===== src/rtl/core/dgt_pkg.sv =====
package dgt_pkg;

    localparam int IDX_W     = 20;
    localparam int ELEV_W    = 32;
    localparam int SIZE_W    = 11;
    localparam int CFG_IDX_W = 2;

    localparam logic [CFG_IDX_W-1:0] REG_GRID_COLUMNS = 2'd0;
    localparam logic [CFG_IDX_W-1:0] REG_GRID_ROWS    = 2'd1;
    localparam logic [CFG_IDX_W-1:0] REG_NODATA_VALUE = 2'd2;

    localparam logic [SIZE_W-1:0] GRID_SIZE_RESET = 11'd1024;
    localparam logic [ELEV_W-1:0] NODATA_RESET    = 32'hFFFF_D8F1;

    localparam int QUEUE_DEPTH = 2;

    typedef logic [IDX_W-1:0] vidx_t;

    // one completed cell: which halves to emit and the four corner indices
    typedef struct packed {
        logic  upper;
        logic  lower;
        vidx_t ul;
        vidx_t ur;
        vidx_t ll;
        vidx_t lr;
    } cell_word_t;

endpackage


===== src/rtl/core/dgt_cfg_if.sv =====
interface dgt_cfg_if;
    logic                                valid;
    logic                                ready;
    logic [dgt_pkg::CFG_IDX_W-1:0]       index;
    logic [dgt_pkg::ELEV_W-1:0]          data;

    modport source (output valid, index, data, input ready);
    modport sink   (input valid, index, data, output ready);
endinterface


===== src/rtl/core/dgt_in_if.sv =====
interface dgt_in_if;
    logic                                valid;
    logic                                ready;
    logic signed [dgt_pkg::ELEV_W-1:0]   elevation;

    modport source (output valid, elevation, input ready);
    modport sink   (input valid, elevation, output ready);
endinterface


===== src/rtl/core/dgt_out_if.sv =====
interface dgt_out_if;
    logic                 valid;
    logic                 ready;
    dgt_pkg::vidx_t       vertex_a;
    dgt_pkg::vidx_t       vertex_b;
    dgt_pkg::vidx_t       vertex_c;
    logic                 triangle_half;
    logic                 last;

    modport source (output valid, vertex_a, vertex_b, vertex_c, triangle_half, last,
                    input ready);
    modport sink   (input valid, vertex_a, vertex_b, vertex_c, triangle_half, last,
                    output ready);
endinterface


===== src/rtl/core/dgt_front.sv =====
module dgt_front #(
    parameter int MAX_COLUMNS = 1024,
    parameter int MAX_ROWS    = 1024
) (
    input  logic                clk,
    input  logic                rst_n,
    dgt_cfg_if.sink             cfg,
    dgt_in_if.sink              sample,
    output dgt_pkg::cell_word_t word,
    output logic                word_valid,
    input  logic                word_ready
);

    localparam int CW  = (MAX_COLUMNS > 2) ? $clog2(MAX_COLUMNS) : 1;
    localparam int RW  = (MAX_ROWS > 2) ? $clog2(MAX_ROWS) : 1;
    localparam int CSW = $clog2(MAX_COLUMNS + 1);
    localparam int RSW = $clog2(MAX_ROWS + 1);

    logic [dgt_pkg::SIZE_W-1:0] columns_reg;
    logic [dgt_pkg::SIZE_W-1:0] rows_reg;
    logic [dgt_pkg::ELEV_W-1:0] nodata_reg;

    logic [CSW-1:0]        cols;
    logic [RSW-1:0]        rows;
    logic [CW-1:0]         col_reg;
    logic [RW-1:0]         row_reg;
    dgt_pkg::vidx_t        point_reg;
    logic                  ll_reg;
    logic                  ul_reg;

    logic                  line_mem [MAX_COLUMNS];

    logic                  s1_valid_reg;
    logic                  s1_up_reg;
    logic                  s1_cur_reg;
    logic                  s1_ll_reg;
    logic                  s1_inner_reg;
    dgt_pkg::vidx_t        s1_point_reg;
    logic [CSW-1:0]        s1_cols_reg;

    logic                  accept;
    logic                  cur;
    logic                  col_end;
    logic                  row_end;
    logic                  upper;
    logic                  lower;
    logic                  s1_take;
    dgt_pkg::vidx_t        cols_ext;

    assign cfg.ready = 1'b1;

    always_ff @(posedge clk or negedge rst_n)
    begin
        if (!rst_n)
        begin
            columns_reg <= dgt_pkg::GRID_SIZE_RESET;
            rows_reg    <= dgt_pkg::GRID_SIZE_RESET;
            nodata_reg  <= dgt_pkg::NODATA_RESET;
        end
        else if (cfg.valid)
        begin
            case (cfg.index)
                dgt_pkg::REG_GRID_COLUMNS: columns_reg <= cfg.data[dgt_pkg::SIZE_W-1:0];
                dgt_pkg::REG_GRID_ROWS:    rows_reg    <= cfg.data[dgt_pkg::SIZE_W-1:0];
                dgt_pkg::REG_NODATA_VALUE: nodata_reg  <= cfg.data;
                default: ;
            endcase
        end
    end

    // sizes saturated to [2, MAX]
    always_comb
    begin
        if (columns_reg < 11'd2)
            cols = CSW'(2);
        else if (32'(columns_reg) > 32'(MAX_COLUMNS))
            cols = CSW'(MAX_COLUMNS);
        else
            cols = CSW'(columns_reg);

        if (rows_reg < 11'd2)
            rows = RSW'(2);
        else if (32'(rows_reg) > 32'(MAX_ROWS))
            rows = RSW'(MAX_ROWS);
        else
            rows = RSW'(rows_reg);
    end

    assign accept  = sample.valid && sample.ready;
    assign cur     = sample.elevation != $signed(nodata_reg);
    assign col_end = (32'(col_reg) + 32'd1) >= 32'(cols);
    assign row_end = (32'(row_reg) + 32'd1) >= 32'(rows);

    always_ff @(posedge clk or negedge rst_n)
    begin
        if (!rst_n)
        begin
            col_reg   <= '0;
            row_reg   <= '0;
            point_reg <= '0;
            ll_reg    <= 1'b0;
        end
        else if (accept)
        begin
            ll_reg <= cur;
            if (col_end)
            begin
                col_reg <= '0;
                if (row_end)
                begin
                    row_reg   <= '0;
                    point_reg <= '0;
                end
                else
                begin
                    row_reg   <= row_reg + 1'b1;
                    point_reg <= point_reg + 1'b1;
                end
            end
            else
            begin
                col_reg   <= col_reg + 1'b1;
                point_reg <= point_reg + 1'b1;
            end
        end
    end

    // line store: old mark read out, new mark written, same cycle
    always_ff @(posedge clk)
    begin
        if (accept)
        begin
            s1_up_reg         <= line_mem[col_reg];
            line_mem[col_reg] <= cur;
        end
    end

    always_ff @(posedge clk)
    begin
        if (accept)
        begin
            s1_cur_reg   <= cur;
            s1_ll_reg    <= ll_reg;
            s1_inner_reg <= (row_reg != '0) && (col_reg != '0);
            s1_point_reg <= point_reg;
            s1_cols_reg  <= cols;
        end
    end

    always_ff @(posedge clk or negedge rst_n)
    begin
        if (!rst_n)
        begin
            s1_valid_reg <= 1'b0;
            ul_reg       <= 1'b0;
        end
        else
        begin
            if (accept)
                s1_valid_reg <= 1'b1;
            else if (s1_take)
                s1_valid_reg <= 1'b0;
            if (s1_take)
                ul_reg <= s1_up_reg;
        end
    end

    assign upper = s1_inner_reg && ul_reg && s1_up_reg && s1_ll_reg;
    assign lower = s1_inner_reg && s1_ll_reg && s1_up_reg && s1_cur_reg;

    assign cols_ext   = dgt_pkg::IDX_W'(s1_cols_reg);
    assign word.upper = upper;
    assign word.lower = lower;
    assign word.ur    = s1_point_reg - cols_ext;
    assign word.ul    = s1_point_reg - cols_ext - 1'b1;
    assign word.ll    = s1_point_reg - 1'b1;
    assign word.lr    = s1_point_reg;

    assign word_valid   = s1_valid_reg && (upper || lower);
    assign s1_take      = s1_valid_reg && (!(upper || lower) || word_ready);
    assign sample.ready = !s1_valid_reg || s1_take;

endmodule


===== src/rtl/core/dgt_queue.sv =====
module dgt_queue (
    input  logic                clk,
    input  logic                rst_n,
    input  dgt_pkg::cell_word_t push_word,
    input  logic                push_valid,
    output logic                push_ready,
    output dgt_pkg::cell_word_t pop_word,
    output logic                pop_valid,
    input  logic                pop_ready
);

    localparam int PW = (dgt_pkg::QUEUE_DEPTH > 2) ? $clog2(dgt_pkg::QUEUE_DEPTH) : 1;
    localparam int NW = $clog2(dgt_pkg::QUEUE_DEPTH + 1);

    dgt_pkg::cell_word_t entry_reg [dgt_pkg::QUEUE_DEPTH];
    logic [PW-1:0]       wr_ptr_reg;
    logic [PW-1:0]       rd_ptr_reg;
    logic [NW-1:0]       count_reg;
    logic                push;
    logic                pop;

    assign push_ready = count_reg != NW'(dgt_pkg::QUEUE_DEPTH);
    assign pop_valid  = count_reg != '0;
    assign pop_word   = entry_reg[rd_ptr_reg];
    assign push       = push_valid && push_ready;
    assign pop        = pop_valid && pop_ready;

    always_ff @(posedge clk)
    begin
        if (push)
            entry_reg[wr_ptr_reg] <= push_word;
    end

    always_ff @(posedge clk or negedge rst_n)
    begin
        if (!rst_n)
        begin
            wr_ptr_reg <= '0;
            rd_ptr_reg <= '0;
            count_reg  <= '0;
        end
        else
        begin
            if (push)
                wr_ptr_reg <= (wr_ptr_reg == PW'(dgt_pkg::QUEUE_DEPTH - 1)) ? '0
                                                                           : wr_ptr_reg + 1'b1;
            if (pop)
                rd_ptr_reg <= (rd_ptr_reg == PW'(dgt_pkg::QUEUE_DEPTH - 1)) ? '0
                                                                           : rd_ptr_reg + 1'b1;
            if (push && !pop)
                count_reg <= count_reg + 1'b1;
            else if (pop && !push)
                count_reg <= count_reg - 1'b1;
        end
    end

endmodule


===== src/rtl/core/dgt_back.sv =====
module dgt_back (
    input  logic                clk,
    input  logic                rst_n,
    input  dgt_pkg::cell_word_t word,
    input  logic                word_valid,
    output logic                word_ready,
    dgt_out_if.source           triangle
);

    logic           out_valid_reg;
    dgt_pkg::vidx_t va_reg;
    dgt_pkg::vidx_t vb_reg;
    dgt_pkg::vidx_t vc_reg;
    logic           half_reg;
    logic           last_reg;
    logic           done0_reg;
    logic           load;
    logic           emit_upper;

    assign load       = !out_valid_reg || triangle.ready;
    assign emit_upper = word.upper && !done0_reg;
    assign word_ready = load && !(emit_upper && word.lower);

    always_ff @(posedge clk or negedge rst_n)
    begin
        if (!rst_n)
        begin
            out_valid_reg <= 1'b0;
            done0_reg     <= 1'b0;
        end
        else if (load)
        begin
            out_valid_reg <= word_valid;
            if (word_valid)
                done0_reg <= emit_upper && word.lower;
        end
    end

    always_ff @(posedge clk)
    begin
        if (load && word_valid)
        begin
            if (emit_upper)
            begin
                va_reg   <= word.ul;
                vb_reg   <= word.ur;
                vc_reg   <= word.ll;
                half_reg <= 1'b0;
                last_reg <= !word.lower;
            end
            else
            begin
                va_reg   <= word.ll;
                vb_reg   <= word.ur;
                vc_reg   <= word.lr;
                half_reg <= 1'b1;
                last_reg <= 1'b1;
            end
        end
    end

    assign triangle.valid         = out_valid_reg;
    assign triangle.vertex_a      = va_reg;
    assign triangle.vertex_b      = vb_reg;
    assign triangle.vertex_c      = vc_reg;
    assign triangle.triangle_half = half_reg;
    assign triangle.last          = last_reg;

    // upper-left triangle: UR sits one column right of UL
    a_upper_shape: assert property (@(posedge clk) disable iff (!rst_n)
        out_valid_reg && !half_reg |-> vb_reg == va_reg + 1'b1)
        else $error("upper triangle corners inconsistent");

    // lower-right triangle closes the word and LR follows LL
    a_lower_shape: assert property (@(posedge clk) disable iff (!rst_n)
        out_valid_reg && half_reg |-> last_reg && vc_reg == va_reg + 1'b1)
        else $error("lower triangle corners inconsistent");

    // a pending second half means a non-last upper triangle is on display
    a_pending_half: assert property (@(posedge clk) disable iff (!rst_n)
        done0_reg |-> out_valid_reg && !half_reg && !last_reg)
        else $error("second half pending without upper triangle shown");

endmodule


===== src/rtl/core/dem_grid_triangulator_unit.sv =====
// Grid triangulator: streams raster elevation samples in row-major order and
// returns, for each sample that completes a grid cell, the cell's triangles
// whose three corners are not no-data, as linear vertex indices.
// Channels: cfg (index, data) writes grid_columns (0), grid_rows (1) and
// the no-data code (2); always ready. The user must write cfg only while the
// block is idle; the block itself does not enforce this. sample carries one
// elevation word; triangle carries vertex_a/b/c, triangle_half (0 upper-left,
// 1 lower-right) and last, set on the final triangle of a sample. Half 0
// precedes half 1. A triangle passes the classifier register, the queue
// and the output register. Throughput: one sample per cycle while triangle
// does not stall; a sample with two triangles holds the single output
// register for each in turn, so the one-word output channel sets the pace.
// A two-entry queue separates the classifier from the emitter, so sample
// keeps being taken while triangle stalls, until the queue fills.
// Reset clears counters, corner marks and all valid flags; the line store of
// previous-row marks is not cleared and is written before it is read.
module dem_grid_triangulator_unit #(
    parameter int MAX_COLUMNS = 1024,
    parameter int MAX_ROWS    = 1024
) (
    input  logic       clk,
    input  logic       rst_n,
    dgt_cfg_if.sink    cfg,
    dgt_in_if.sink     sample,
    dgt_out_if.source  triangle
);

    dgt_pkg::cell_word_t push_word;
    logic                push_valid;
    logic                push_ready;
    dgt_pkg::cell_word_t pop_word;
    logic                pop_valid;
    logic                pop_ready;

    dgt_front #(
        .MAX_COLUMNS (MAX_COLUMNS),
        .MAX_ROWS    (MAX_ROWS)
    ) u_front (
        .clk        (clk),
        .rst_n      (rst_n),
        .cfg        (cfg),
        .sample     (sample),
        .word       (push_word),
        .word_valid (push_valid),
        .word_ready (push_ready)
    );

    dgt_queue u_queue (
        .clk        (clk),
        .rst_n      (rst_n),
        .push_word  (push_word),
        .push_valid (push_valid),
        .push_ready (push_ready),
        .pop_word   (pop_word),
        .pop_valid  (pop_valid),
        .pop_ready  (pop_ready)
    );

    dgt_back u_back (
        .clk        (clk),
        .rst_n      (rst_n),
        .word       (pop_word),
        .word_valid (pop_valid),
        .word_ready (pop_ready),
        .triangle   (triangle)
    );

endmodule


===== src/flat_wrapper.sv =====
// flat-port wrapper written by rule: the top's interface ports become plain ports
module dem_grid_triangulator_unit_flat 
#(
    parameter int MAX_COLUMNS = 1024,
    parameter int MAX_ROWS    = 1024
)
  (clk, rst_n, cfg_valid, cfg_index, cfg_data, cfg_ready, sample_valid, sample_elevation, sample_ready, triangle_valid, triangle_vertex_a, triangle_vertex_b, triangle_vertex_c, triangle_triangle_half, triangle_last, triangle_ready);
  dgt_cfg_if cfg_i ();
  dgt_in_if sample_i ();
  dgt_out_if triangle_i ();
  input  logic clk;
  input  logic rst_n;
  input wire logic [$bits(cfg_i.valid)-1:0] cfg_valid;
  input wire logic [$bits(cfg_i.index)-1:0] cfg_index;
  input wire logic [$bits(cfg_i.data)-1:0] cfg_data;
  output wire logic [$bits(cfg_i.ready)-1:0] cfg_ready;
  input wire logic [$bits(sample_i.valid)-1:0] sample_valid;
  input wire logic [$bits(sample_i.elevation)-1:0] sample_elevation;
  output wire logic [$bits(sample_i.ready)-1:0] sample_ready;
  output wire logic [$bits(triangle_i.valid)-1:0] triangle_valid;
  output wire logic [$bits(triangle_i.vertex_a)-1:0] triangle_vertex_a;
  output wire logic [$bits(triangle_i.vertex_b)-1:0] triangle_vertex_b;
  output wire logic [$bits(triangle_i.vertex_c)-1:0] triangle_vertex_c;
  output wire logic [$bits(triangle_i.triangle_half)-1:0] triangle_triangle_half;
  output wire logic [$bits(triangle_i.last)-1:0] triangle_last;
  input wire logic [$bits(triangle_i.ready)-1:0] triangle_ready;
  assign cfg_i.valid = cfg_valid;
  assign cfg_i.index = cfg_index;
  assign cfg_i.data = cfg_data;
  assign cfg_ready = cfg_i.ready;
  assign sample_i.valid = sample_valid;
  assign sample_i.elevation = sample_elevation;
  assign sample_ready = sample_i.ready;
  assign triangle_valid = triangle_i.valid;
  assign triangle_vertex_a = triangle_i.vertex_a;
  assign triangle_vertex_b = triangle_i.vertex_b;
  assign triangle_vertex_c = triangle_i.vertex_c;
  assign triangle_triangle_half = triangle_i.triangle_half;
  assign triangle_last = triangle_i.last;
  assign triangle_i.ready = triangle_ready;
  dem_grid_triangulator_unit #(.MAX_COLUMNS(MAX_COLUMNS), .MAX_ROWS(MAX_ROWS)) u_core (.clk(clk), .rst_n(rst_n), .cfg(cfg_i), .sample(sample_i), .triangle(triangle_i));
endmodule

===== config.mk =====
export PLATFORM = sky130hd
export DESIGN_NAME = dem_grid_triangulator_unit_flat
export DESIGN_NICKNAME = d
export VERILOG_FILES = /design/src/rtl/core/dgt_pkg.sv /design/src/rtl/core/dgt_cfg_if.sv /design/src/rtl/core/dgt_in_if.sv /design/src/rtl/core/dgt_out_if.sv /design/src/rtl/core/dgt_front.sv /design/src/rtl/core/dgt_queue.sv /design/src/rtl/core/dgt_back.sv /design/src/rtl/core/dem_grid_triangulator_unit.sv /design/src/flat_wrapper.sv
export SDC_FILE = /design/constraint.sdc
export NUM_CORES = 2
export LEC_CHECK = 0
export BUFFER_PORTS_ARGS = -buffer_cell sky130_fd_sc_hd__clkbuf_2
export CAP_MARGIN = 20
export CORE_AREA = 2 2 335 337
export DETAILED_ROUTE_END_ITERATION = 8
export DIE_AREA = 0 0 337 339
export PLACE_DENSITY_LB_ADDON = 0.05
export SLEW_MARGIN = 40
export SYNTH_ARGS = -nofsm -noshare
export SYNTH_HDL_FRONTEND = slang
export SYNTH_SLANG_ARGS = --single-unit
export TNS_END_PERCENT = 5

===== constraint.sdc =====
create_clock -name clk -period 28.1 [get_ports clk]
set_clock_uncertainty 0.05 [all_clocks]
set_input_delay 2.81 -clock clk [delete_from_list [all_inputs] [get_ports clk]]
set_output_delay 2.81 -clock clk [all_outputs]
set_load 0.01 [all_outputs]

==> reports/summary.txt <==
Sink Count = 1,388
Max VDD drop = 0.0600 mV
Post-synth EDFFs = 1,285
setup bufs post-CTS = 0
switching part of the total = 29.0%
max-cap viol count = 0
fin crit share = 20.1%
clock share of power = 33.9%
post-synth top area share = 63.9%
CTS clk-pin slew, worst paths = 0.06 ns
most common cell in the synthesized netlist = edfxtp_1
remaining global-route overflow = 0
die width = 337 um
Synth warnings = 0
post-synth top area cell = edfxtp_1
Synth Flop Type = edfxtp_1
CTS tree = yes
max reg flops = 1,024
DP Wirelength = 85,900 um
fin nets = 4,586
total negative setup slack = 0 ns
Psw = 0.00159 W
antenna violations before repair = 2
number of port buffers = 134
hold buffer count at CTS = 0
Post-CTS Resized = 0
Clk Latency, worst-skew pair = 0.75 ns
Iter 0 DRT Violations = 4,120
Area Growth Syn to Fin = 11.4%
Critical Path AT = 5.98 ns
pwr dens = 81.6 nW/um2
Initial Utilization = 54.7%
clk root buf = clkbuf_16
Hold Vio Cnt, Final = 0
TritonCTS buffer count = 146
syn avg cell area = 13.6 um2
crit-path max FO = 107
Cells after Synth = 4,445
number of global-route vias before repair = 35,700
CP Launch Type = input port
Diodes inserted = 0
Routed WL per cell = 26.5 um
worst-margin pin slew = 1.02 ns
largest net degree at the start of global routing = 127
Comb pwr share = 21.1%
Synth cell types = 85
DIE HEIGHT = 339 um
Rows = 122
first-pass GRT wire length = 236,000 um
worst endpoint required time = 28.44 ns
I/O pin count = 136
Final setup viols = 0
R2R cell count = 10
Sequential Power Share = 45.0%
Worst Setup End Kind = flip-flop
max-slew violation count = 0
FF+latch count, synth = 1,388
total wire length = 160,000 um
outcome = completed
sequential area share after synthesis = 68.2%
Max clock buf depth = 3
unrepaired setup endpoints after global routing = no
Post-synth top cells = edfxtp_1 (1,285), nor2_1 (1,104), mux2i_1 (450)
DR pass1 iterations = 5
fill count = 8,716
All-Layer GR Usage = 28.1%
H-Tree Depth = 4
die area = 114,000 um2
Post-DRT Antenna Nets = 0
total power = 0.00549 W
Fmax = 177 MHz
critical path class = input port to flip-flop
Core ar. = 110,000 um2
most area-consuming cells after synthesis = edfxtp_1 (64%), mux2i_1 (7.5%), nor2_1 (6.9%)
routed vias/inst = 6.09
asr flop ratio synth = 7.42%
clock period minus worst slack = 5.64 ns
hold depth = 0
Post-Syn Area = 60,400 um2
hold slack final = 0.417 ns
GPL Wtd Cong = 0.792
internal power = 0.00390 W
layout cells sized above 1 = 15.6%
relative slew slack = 31.8%
Hold Crit Class = flip-flop to flip-flop
Post-Syn Nets = 4,560
routed via count = 37,000
Leak Pwr = 24.2 nW
Post-route DRC = 0
[metrics by stage]
stage / cell area, um2 / utilization (%) / std cells / worst slack [ns]
global placement: 62500 / 56.6 / 5810 / 21.14
detailed placement: 62600 / 56.7 / 5810 / 21.52
finish: 67300 / 60.9 / 6067 / 22.46
CTS: 67200 / 60.9 / 6066 / 22.30
floorplan: 60400 / - / 4445 / 10.23
global route: 67300 / 60.9 / 6067 / 22.33
[layout by cell type, fill, tap and decap left out, types with 31 or more instances in the layout]
cell       count
mux2i_1      450
inv_1         50
nand2_1      107
o22ai_1      220
clkbuf_1      32
ha_1          43
clkbuf_2     133
nand3_2       31
nand3_1       34
buf_4         86
xnor2_1       76
dfrtp_1       73
nor4_1        46
o21ai_0       41
nor2_1      1100
clkbuf_16    153
mux4_2        72
xor2_1        36
mux2_2        78
edfxtp_1    1285
[power by group through the flow]
stage / logic [W] / registers (W) / clock network (W)
3_3_place_gp: 0.00113 / 0.00252 / 0
6_report: 0.00116 / 0.00247 / 0.00186
2_1_floorplan: 0.000754 / 0.00251 / 0
4_1_cts: 0.00114 / 0.00248 / 0.00189
3_5_place_dp: 0.00114 / 0.00252 / 0
5_1_grt: 0.00122 / 0.00248 / 0.00197
[cell type report]
class / count / area (um2) / area share, %
flip-flops and latches: 1388 / 41200 / 61.3
clock buffers: 192 / 4050 / 6.01
well taps: 1488 / 1860 / 2.77
clock inverters: 64 / 531 / 0.789
inverters: 54 / 204 / 0.303
multi-input cells: 2647 / 17900 / 26.6
repair buffers: 234 / 1520 / 2.25
[routing by layer]
| metal | wire (um) | GRT usage [%] | up-vias |
|---|---|---|---|
| met3 | 12400 | 4.54 | 294 |
| met2 | 75600 | 43.9 | 1431 |
| li1 | - | - | 16300 |
| met1 | 68100 | 40.9 | 18900 |
| met5 | 0 | 0 | - |
| met4 | 4280 | 8.47 | 0 |
[cells by family (layout without fill, tap and decap cells)]
kind of cell | count (synthesis) | after routing | synth area share, %
AOI/OAI and AO/OA | 378 | 378 | 4.12
xor gates and xnor gates | 113 | 113 | 1.65
adders and majority gates | 44 | 44 | 0.924
buffers and inverters | 410 | 544 | 2.78
DFF | 1388 | 1388 | 68.2
muxes | 600 | 600 | 11.6
other | 1 | 1 | 0.00621
and+or+nand+nor | 1511 | 1511 | 10.7
[critical path, cell delays in order]
cell and delay [ns]:
clkbuf_2 0.09, xnor2_1 0.25, nand4_1 0.14, nor4_1 0.67, nand2_8 0.49, buf_6 0.47
buf_4 0.45, buf_6 0.39
[path summary, 6_finish.rpt]
kind / slack [ns] / to / from
worst max-delay path: 22.46 / u_core.u_front.line_mem[943]$_DFFE_PP_ / sample_elevation[30]
worst min-delay path: 0.42 / u_core.u_front.s1_ll_reg$_DFFE_PP_ / u_core.u_front.ll_reg$_DFFE_PN0P_
worst max register to register: 23.07 / u_core.u_front.s1_up_reg$_DFFE_PP_ / u_core.u_front.col_reg[0]$_DFFE_PN0P_
worst min register to register: 0.42 / u_core.u_front.s1_ll_reg$_DFFE_PP_ / u_core.u_front.ll_reg$_DFFE_PN0P_
max in group asynchronous: 24.88 / u_core.u_front.col_reg[1]$_DFFE_PN0P_ / rst_n
min in group asynchronous: 1.98 / u_core.u_front.nodata_reg[2]$_DFFE_PN0P_ / rst_n
(Power assumes the default switching activity.)
